[src/rtl/core/assert_macros.svh]
// Assertion macros shared by the core RTL.
// Depends on nothing; compiled out when SYNTH is defined.
`ifndef ASSERT_MACROS_SVH
`define ASSERT_MACROS_SVH
`ifndef SYNTH
`define ASSERT_ALWAYS(lbl, clk, rst_n, prop, msg) \
    lbl: assert property (@(posedge clk) disable iff (!rst_n) prop) else $error(msg);
`define ASSERT_NEVER(lbl, clk, rst_n, cond, msg) \
    lbl: assert property (@(posedge clk) disable iff (!rst_n) !(cond)) else $error(msg);
`else
`define ASSERT_ALWAYS(lbl, clk, rst_n, prop, msg)
`define ASSERT_NEVER(lbl, clk, rst_n, cond, msg)
`endif
`endif

[src/rtl/core/mcbf_pkg.sv]
// Package for the multi-channel byte FIFO: sizes, command codes, request and flag
// structs, and pointer and depth helper functions. No dependencies.
`timescale 1ns / 1ps
package mcbf_pkg;

    localparam int CHANNELS    = 4;
    localparam int MAX_DEPTH   = 256;
    localparam int CMD_W       = 2;
    localparam int CHAN_W      = 2;
    localparam int DATA_W      = 8;
    localparam int CFG_W       = 9;
    localparam int CFG_IDX_W   = 2;
    localparam int IDX_W       = (MAX_DEPTH > 1) ? $clog2(MAX_DEPTH) : 1;
    localparam int CNT_W       = $clog2(MAX_DEPTH + 1);
    localparam int CH_IDX_W    = (CHANNELS > 1) ? $clog2(CHANNELS) : 1;
    localparam int STORE_DEPTH = CHANNELS * MAX_DEPTH;
    localparam int ADDR_W      = $clog2(STORE_DEPTH);
    localparam int DEPTH_RESET = (64 > MAX_DEPTH) ? MAX_DEPTH : 64;

    typedef enum logic [CMD_W-1:0] {
        CMD_PUSH = 2'd0,
        CMD_POP  = 2'd1,
        CMD_PEEK = 2'd2
    } cmd_t;

    typedef struct packed {
        logic              we;
        logic              re;
        logic [ADDR_W-1:0] addr;
        logic [DATA_W-1:0] wdata;
    } mcbf_ram_req_t;

    typedef struct packed {
        logic rd_ok;
        logic is_empty;
        logic is_full;
        logic op_error;
    } mcbf_flags_t;

    function automatic logic [IDX_W-1:0] next_index(
        input logic [IDX_W-1:0] idx,
        input logic [CNT_W-1:0] depth
    );
        logic [CNT_W-1:0] n;
        n = CNT_W'(idx) + CNT_W'(1);
        return (n >= depth) ? '0 : n[IDX_W-1:0];
    endfunction

    function automatic logic [CNT_W-1:0] sat_depth(input logic [CFG_W-1:0] v);
        logic [CNT_W-1:0] d;
        if (v == '0)
        begin
            d = CNT_W'(1);
        end
        else if (int'(v) > MAX_DEPTH)
        begin
            d = CNT_W'(MAX_DEPTH);
        end
        else
        begin
            d = CNT_W'(v);
        end
        return d;
    endfunction

endpackage

[src/rtl/core/mcbf_ctrl.sv]
// Per-channel head, tail, count and depth registers; decides each request and
// builds the store access. Depends on mcbf_pkg.
`timescale 1ns / 1ps
module mcbf_ctrl (
    input  logic                           clk,
    input  logic                           rst_n,
    input  logic                           req,
    input  logic [mcbf_pkg::CMD_W-1:0]     cmd,
    input  logic [mcbf_pkg::CHAN_W-1:0]    channel,
    input  logic [mcbf_pkg::DATA_W-1:0]    data_in,
    input  logic                           cfg_we,
    input  logic [mcbf_pkg::CFG_IDX_W-1:0] cfg_idx,
    input  logic [mcbf_pkg::CFG_W-1:0]     cfg_wdata,
    output mcbf_pkg::mcbf_ram_req_t        ram_req,
    output mcbf_pkg::mcbf_flags_t          flags
);
    import mcbf_pkg::*;

    logic [IDX_W-1:0] head_reg  [CHANNELS];
    logic [IDX_W-1:0] head_next [CHANNELS];
    logic [IDX_W-1:0] tail_reg  [CHANNELS];
    logic [IDX_W-1:0] tail_next [CHANNELS];
    logic [CNT_W-1:0] count_reg [CHANNELS];
    logic [CNT_W-1:0] count_next[CHANNELS];
    logic [CNT_W-1:0] depth_reg [CHANNELS];
    logic [CNT_W-1:0] depth_next[CHANNELS];

    logic                ch_ok;
    logic [CH_IDX_W-1:0] ch_sel;
    logic [IDX_W-1:0]    cur_head;
    logic [IDX_W-1:0]    cur_tail;
    logic [CNT_W-1:0]    cur_count;
    logic [CNT_W-1:0]    cur_depth;
    logic                is_push;
    logic                is_read;
    logic                is_pop;
    logic                push_ok;
    logic                rd_ok;
    logic [CNT_W-1:0]    count_after;
    logic [ADDR_W-1:0]   base;

    always_comb
    begin
        ch_ok     = int'(channel) < CHANNELS;
        ch_sel    = channel[CH_IDX_W-1:0];
        cur_head  = head_reg[ch_sel];
        cur_tail  = tail_reg[ch_sel];
        cur_count = count_reg[ch_sel];
        cur_depth = depth_reg[ch_sel];
        is_push   = 1'b0;
        is_read   = 1'b0;
        is_pop    = 1'b0;
        unique case (cmd_t'(cmd))
            CMD_PUSH: is_push = 1'b1;
            CMD_POP:
            begin
                is_read = 1'b1;
                is_pop  = 1'b1;
            end
            CMD_PEEK: is_read = 1'b1;
            default:  ;
        endcase
        push_ok = ch_ok && is_push && (cur_count < cur_depth);
        rd_ok   = ch_ok && is_read && (cur_count != '0);

        count_after = cur_count;
        if (push_ok)
        begin
            count_after = cur_count + CNT_W'(1);
        end
        else if (rd_ok && is_pop)
        begin
            count_after = cur_count - CNT_W'(1);
        end

        base = ADDR_W'(ch_sel) * ADDR_W'(MAX_DEPTH);
        ram_req.we    = req && push_ok;
        ram_req.re    = req && rd_ok;
        ram_req.addr  = base + ADDR_W'(is_push ? cur_tail : cur_head);
        ram_req.wdata = data_in;

        flags.rd_ok    = rd_ok;
        flags.is_empty = !ch_ok || (count_after == '0);
        flags.is_full  = ch_ok && (count_after == cur_depth);
        flags.op_error = !(push_ok || rd_ok);

        for (int c = 0; c < CHANNELS; c++)
        begin
            head_next[c]  = head_reg[c];
            tail_next[c]  = tail_reg[c];
            count_next[c] = count_reg[c];
            depth_next[c] = depth_reg[c];
            if (req && ch_ok && (ch_sel == CH_IDX_W'(c)))
            begin
                count_next[c] = count_after;
                if (push_ok)
                begin
                    tail_next[c] = next_index(tail_reg[c], depth_reg[c]);
                end
                if (rd_ok && is_pop)
                begin
                    head_next[c] = next_index(head_reg[c], depth_reg[c]);
                end
            end
            if (cfg_we && (int'(cfg_idx) == c) && (count_reg[c] == '0))
            begin
                depth_next[c] = sat_depth(cfg_wdata);
                head_next[c]  = '0;
                tail_next[c]  = '0;
            end
        end
    end

    always_ff @(posedge clk or negedge rst_n)
    begin
        if (!rst_n)
        begin
            for (int c = 0; c < CHANNELS; c++)
            begin
                head_reg[c]  <= '0;
                tail_reg[c]  <= '0;
                count_reg[c] <= '0;
                depth_reg[c] <= CNT_W'(DEPTH_RESET);
            end
        end
        else
        begin
            for (int c = 0; c < CHANNELS; c++)
            begin
                head_reg[c]  <= head_next[c];
                tail_reg[c]  <= tail_next[c];
                count_reg[c] <= count_next[c];
                depth_reg[c] <= depth_next[c];
            end
        end
    end

endmodule

[config.mk]
export PLATFORM = sky130hd
export DESIGN_NAME = mcbf_ctrl
export DESIGN_NICKNAME = d
export VERILOG_FILES = /design/src/rtl/core/assert_macros.svh /design/src/rtl/core/mcbf_pkg.sv /design/src/rtl/core/mcbf_ctrl.sv
export SDC_FILE = /design/constraint.sdc
export NUM_CORES = 1
export LEC_CHECK = 0
export ABC_AREA = 0
export ABC_CLOCK_PERIOD_IN_PS = 5500
export BUFFER_PORTS_ARGS = -buffer_cell sky130_fd_sc_hd__buf_2
export CAP_MARGIN = 25
export CORE_ASPECT_RATIO = 1.1
export CORE_MARGIN = 2
export CORE_UTILIZATION = 40
export DETAILED_ROUTE_END_ITERATION = 6
export GPL_ROUTABILITY_DRIVEN = 0
export GPL_TIMING_DRIVEN = 0
export PLACE_DENSITY_LB_ADDON = 0.3
export RECOVER_POWER = 50
export SLEW_MARGIN = 40
export SYNTH_ARGS = -nofsm -noshare
export SYNTH_HDL_FRONTEND = slang
export SYNTH_SLANG_ARGS = --single-unit
[constraint.sdc]
create_clock -name clk -period 5.5 [get_ports clk]
set_input_delay 0.55 -clock clk [delete_from_list [all_inputs] [get_ports clk]]
set_output_delay 0.55 -clock clk [all_outputs]
set_load 0.02 [all_outputs]
## Word level (Yosys, flattened, before mapping)

Cells that the tools add are included.

| operators by class | value |
|---|---|
| add/subtract/negate cells | 11 |
| magnitude comparators | 11 |
| equal/unequal tests | 9 |
| mux-type cells | 52 |
| bitwise operators | 1 |
| reductions and logical operators | 50 |

Operator list:

| operator | count |
|---|---|
| 8-bit 2-to-1 mux | 37 |
| 8-bit by 1-bit adder with 9-bit output, second input constant | 8 |
| 9-bit >= comparator | 8 |
| 9-bit 2-to-1 mux | 8 |
| 9-bit logical NOT | 6 |
| 9-bit binary-select mux with 2-bit select | 2 |
| 8-bit binary-select mux with 2-bit select | 2 |
| 2-bit nonzero test | 12 |
| 1-bit logical AND | 17 |
| 2-bit AND reduction | 8 |
| 10-bit by 8-bit adder with 10-bit output | 1 |
| 2-bit equality test, second input constant | 5 |
| 9-bit by 1-bit adder with 9-bit output, second input constant | 1 |
| 9-bit equality test | 1 |
| 9-bit > comparator, second input constant | 1 |
| 9-bit less-than comparator | 1 |
| 9-bit nonzero test | 1 |
| 9-bit by 1-bit subtractor with 9-bit output, second input constant | 1 |
| 2-bit by 1-bit equality test with 1-bit output, second input constant | 3 |
| 2-bit logical NOT | 3 |
| 3-bit >= comparator, second input constant | 1 |
| 1-bit 2-to-1 mux | 3 |
| 2-bit NOT with 3-bit output | 1 |
| 2-bit OR reduction | 1 |
| other kinds (2) | 2 |

| word-level totals | value |
|---|---|
| register bits after elaboration | 136 |
| input bits | 27 |
| output and inout port bits | 24 |
| logic and storage cells | 150 |

## Logic depth before layout (Yosys ltp)

| depth | value |
|---|---|
| depth in word-level cells | 10 |
| mapped depth | 15 |
| mapped depth without buffers | 11 |

## Worst setup path after synthesis

No wires, ideal clock.

| path | value |
|---|---|
| path kind | input-to-output |
| from | input channel[1] (netlist name) |
| to | output flags[1] (netlist name) |
| data arrival time | 4427 ps |
| data required time | 4950 ps |
| setup slack | 523 ps |
| stages | 15 |
| path buffers | 4 |
| path through | buf_2 -> buf_1 -> buf_1 -> mux4_2 -> inv_1 -> ha_1 -> nand2_1 -> o2111ai_1 -> a21oi_1 -> and2_1 -> clkbuf_1 -> o311ai_0 -> nor4_1 -> nand4_1 -> nor4_1 |

RTL lines:

| item | RTL line | text |
|---|---|---|
| start: declaration | mcbf_ctrl.sv:9 | `input logic [mcbf_pkg::CHAN_W-1:0] channel,` |
| end: declaration | mcbf_ctrl.sv:15 | `output mcbf_pkg::mcbf_flags_t flags` |

==> impl_metrics.py <==
metrics = {
    "run_status": {
        "status": "finished with violations",
        "violations": "max-capacitance violations, max-slew violations",
    },
    "cts": {
        "clock_latency_ns": 0.44,
        "path_clk_slew_ns": 0.06,
        "cts_buffer_depth": 2,
        "cts_num_sinks": 136,
        "cts_tree": "done",
        "clockRootBuffer": "clkbuf_16",
        "htreeDepth": 4,
        "numCtsBuffers": 17,
    },
    "global_routing": {
        "grt_usage": 0.224,
        "grt_max_degree": 72,
        "grt_pass1_vias": 8112,
        "grt_first_pass_wirelength_um": 45500,
        "grt_antenna_before_repair": 0,
        "grt-ovfl-total": 0,
    },
    "timing": {
        "period_minus_slack_ns": 5.29,
        "rsz0062_at_grt": "false",
        "skew_ns": 0.0173,
        "setup_violations": 0,
        "setup_tns_ns": 0,
        "max_freq_mhz": 189,
        "slew_headroom": -1.52,
        "tightest_slew_ns": 3.79,
        "slew_violations": 66,
        "period_share": 0.962,
        "hold_viol": 0,
    },
    "hold_path": {
        "hold_depth": 2,
        "hold_end": "count_reg[16]",
        "hp-class": "flip-flop to flip-flop",
        "worstHoldStart": "count_reg[16]",
    },
    "synthesis": {
        "synth_edf_count": 0,
        "yosysTopAreaCell": "dfrtp_1",
        "ys_top_cells_by_area": "dfrtp_1 (32%), ha_1 (11%), mux4_2 (7.5%)",
        "synth_fp_nets": 1196,
        "ys_warn_count": 0,
        "syn_inst": 1076,
        "ys_types": 63,
        "ys_seq_area_frac": 0.335,
        "synth-seq-cells": 136,
        "syn_area_per_cell_um2": 9.45,
        "synth_ff_type": "dfrtp_1",
        "syn_area_um2": 10200,
        "netlist.area_leader.share": 0.325,
        "ys_async_sr_fraction": 1.00,
    },
    "critical_path": {
        "endpoint_kind": "primary output",
        "cp.required_ns": 4.95,
        "worstSetupPathType": "primary input to primary output",
        "ff2ff_path_depth": 11,
        "r2r_start": "depth_reg[6]",
        "path_max_fanout": 10,
        "worstPathArrival_ns": 4.74,
        "r2r-end": "tail_reg[25]",
        "max_stage_delay_ns": 0.60,
        "rrSetupSlack_ns": 1.47,
        "start_kind": "primary input",
        "path_cells": "buf_2 -> buf_6 -> buf_2 -> mux4_2 -> ha_1 -> a21oi_1 -> o2111ai_1 -> a21oi_4 -> nand2_2 -> buf_2 -> a31oi_1 -> xor2_1 -> nand2_1 -> nor4b_2 -> buf_2",
        "cp_slowest_cell": "mux4_2",
        "cp_top_family": "buffers and inverters",
        "crit_path_frequent_cell": "buf_2",
        "critPathBufInv": 5,
    },
    "die": {
        "die-area_um2": 26700,
        "boundaryPins": 51,
        "die_w_um": 156,
        "start_util": 0.405,
        "die_height_um": 171,
        "placementRows": 61,
        "core_area_um2": 25100,
    },
    "power": {
        "vdd_ir_drop_max_mv": 0.228,
        "leakage_nw": 5.51,
        "p_switching_mw": 2.17,
        "pwr-share-comb": 0.464,
        "p_total_mw": 5.07,
        "clockPowerShare": 0.228,
        "internal_power_mw": 2.89,
        "swShare": 0.429,
        "power_density_nw_per_um2": 443,
        "p_seq_frac": 0.308,
    },
    "detailed_routing": {
        "post_drt_wl_per_cell_um": 19.8,
        "wl_um": 29000,
        "route.detailed.drc": 0,
        "drt_iter0_markers": 621,
        "antenna_left": 0,
        "dr_total_vias": 8450,
        "dr.pass1.iters": 5,
        "viasPerCell": 5.77,
    },
    "final_layout": {
        "layout-drive-gt1-share": 0.187,
        "num_antenna_cells": 0,
        "fillers": 2418,
        "syn_to_final_growth_pct": 12.5,
        "final_nets": 1257,
        "instances_no_fill": 1465,
    },
    "run": {
        "cap_violations": 1,
    },
    "placed_design": {
        "port_buffers": 42,
        "dp_cells": 1434,
        "dp.final_hpwl_um": 22400,
    },
}
-- through the flow --
stage	setup WS, ns	instance area [um^2]	hold slack (ns)	utilization
2_1_floorplan	0.523	10200	0.254	-
3_3_place_gp	-0.802	10800	0.481	0.429
3_5_place_dp	-0.838	10800	0.497	0.432
4_1_cts	0.119	11400	0.0929	0.456
5_1_grt	0.0114	11400	0.546	0.455
6_report	0.207	11400	0.514	0.455
-- what timing repair did --
item                                    CTS  global route
setup buffers                             0             0
pin swaps                                 0             0
resized for setup                         4             5
endpoints found under the setup margin    2             2
hold buffers                              0             0
-- cells in the mapped netlist, types with 24 or more instances --
master,count
or2_2,25
inv_1,53
o21ai_0,68
mux4_2,34
a21o_1,24
o211ai_1,26
o221ai_1,24
nand3_1,39
ha_1,93
nand2_1,176
nor2b_1,31
mux2_2,44
dfrtp_1,132
nor2_1,41
xnor2_1,27
and3_1,26
-- how the worst max path moves through the flow --
stage	from	to	slack, ns	depth (start not counted)
after global routing	channel[0]	flags[2]	0.01	15
after CTS	channel[0]	flags[1]	0.12	15
final	channel[0]	flags[2]	0.21	15
after floorplan	channel[1]	flags[1]	0.52	15
after detailed placement	channel[1]	flags[2]	-0.84	17
after global placement	channel[1]	flags[2]	-0.80	17
-- power by group through the flow --
| stage | clock, mW | sequential, mW | combinational [mW] |
|---|---|---|---|
| after floorplan | 0 | 1.43 | 1.74 |
| after global placement | 0 | 1.56 | 2.26 |
| after detailed placement | 0 | 1.57 | 2.31 |
| after CTS | 1.17 | 1.55 | 2.34 |
| after global routing | 1.21 | 1.59 | 2.61 |
| final | 1.15 | 1.56 | 2.35 |
-- layout make-up --
class | count | area, um^2 | area share
Buffer | 42 | 226 | 0.0198
Clock buffer | 17 | 425 | 0.0372
Clock inverter | 15 | 158 | 0.0138
Inverter | 54 | 203 | 0.0177
Multi-Input combinational cell | 843 | 6400 | 0.559
Sequential cell | 136 | 3410 | 0.298
Tap cell | 315 | 394 | 0.0345
Timing Repair Buffer | 43 | 224 | 0.0196
-- worst reg2reg max path, stage by stage, from the launching register on --
cell       delay [ns]
dfstp_2          0.53
inv_1            0.11
mux4_2           0.55
ha_1             0.31
a21oi_1          0.17
o2111ai_1        0.20
a21oi_4          0.37
nand2_2          0.28
buf_2            0.32
nor4b_2          0.64
o21ai_0          0.26
o21ai_0          0.20
-- metal layers --
layer / track usage / up-vias / share of wire
li1: - / 4009 / -
met1: 0.286 / 4185 / 0.43
met2: 0.390 / 215 / 0.50
met3: 0.0363 / 41 / 0.050
met4: 0.0714 / 0 / 0.023
met5: 0 / - / 0
-- cells in the final DEF (no fill, tap or decap), drive strengths merged, types with 9 or more instances in the layout --
cell	instances
nand2	176
dfrtp	132
ha	93
o21ai	81
inv	63
buf	52
clkbuf	50
mux2	44
nor2	41
nand3	39
mux4	34
nor2b	31
xnor2	27
and3	26
o211ai	26
or2	26
o221ai	24
a21o	24
xor2	18
nor3	16
o21a	16
nor4	14
and2	13
a21oi	11
nor4b	11
nand2b	9
a211oi	9
-- cells by family after synthesis --
logic type	Yosys count	share of synthesized area
AOI/OAI and AO/OA	206	0.136
adders and majority gates	93	0.114
DFF	136	0.335
muxes	81	0.127
xor gates and xnor gates	46	0.0417
and+or+nand+nor	417	0.204
buffers and inverters	97	0.0420
Note: power is estimated with default switching activity, not from simulation.
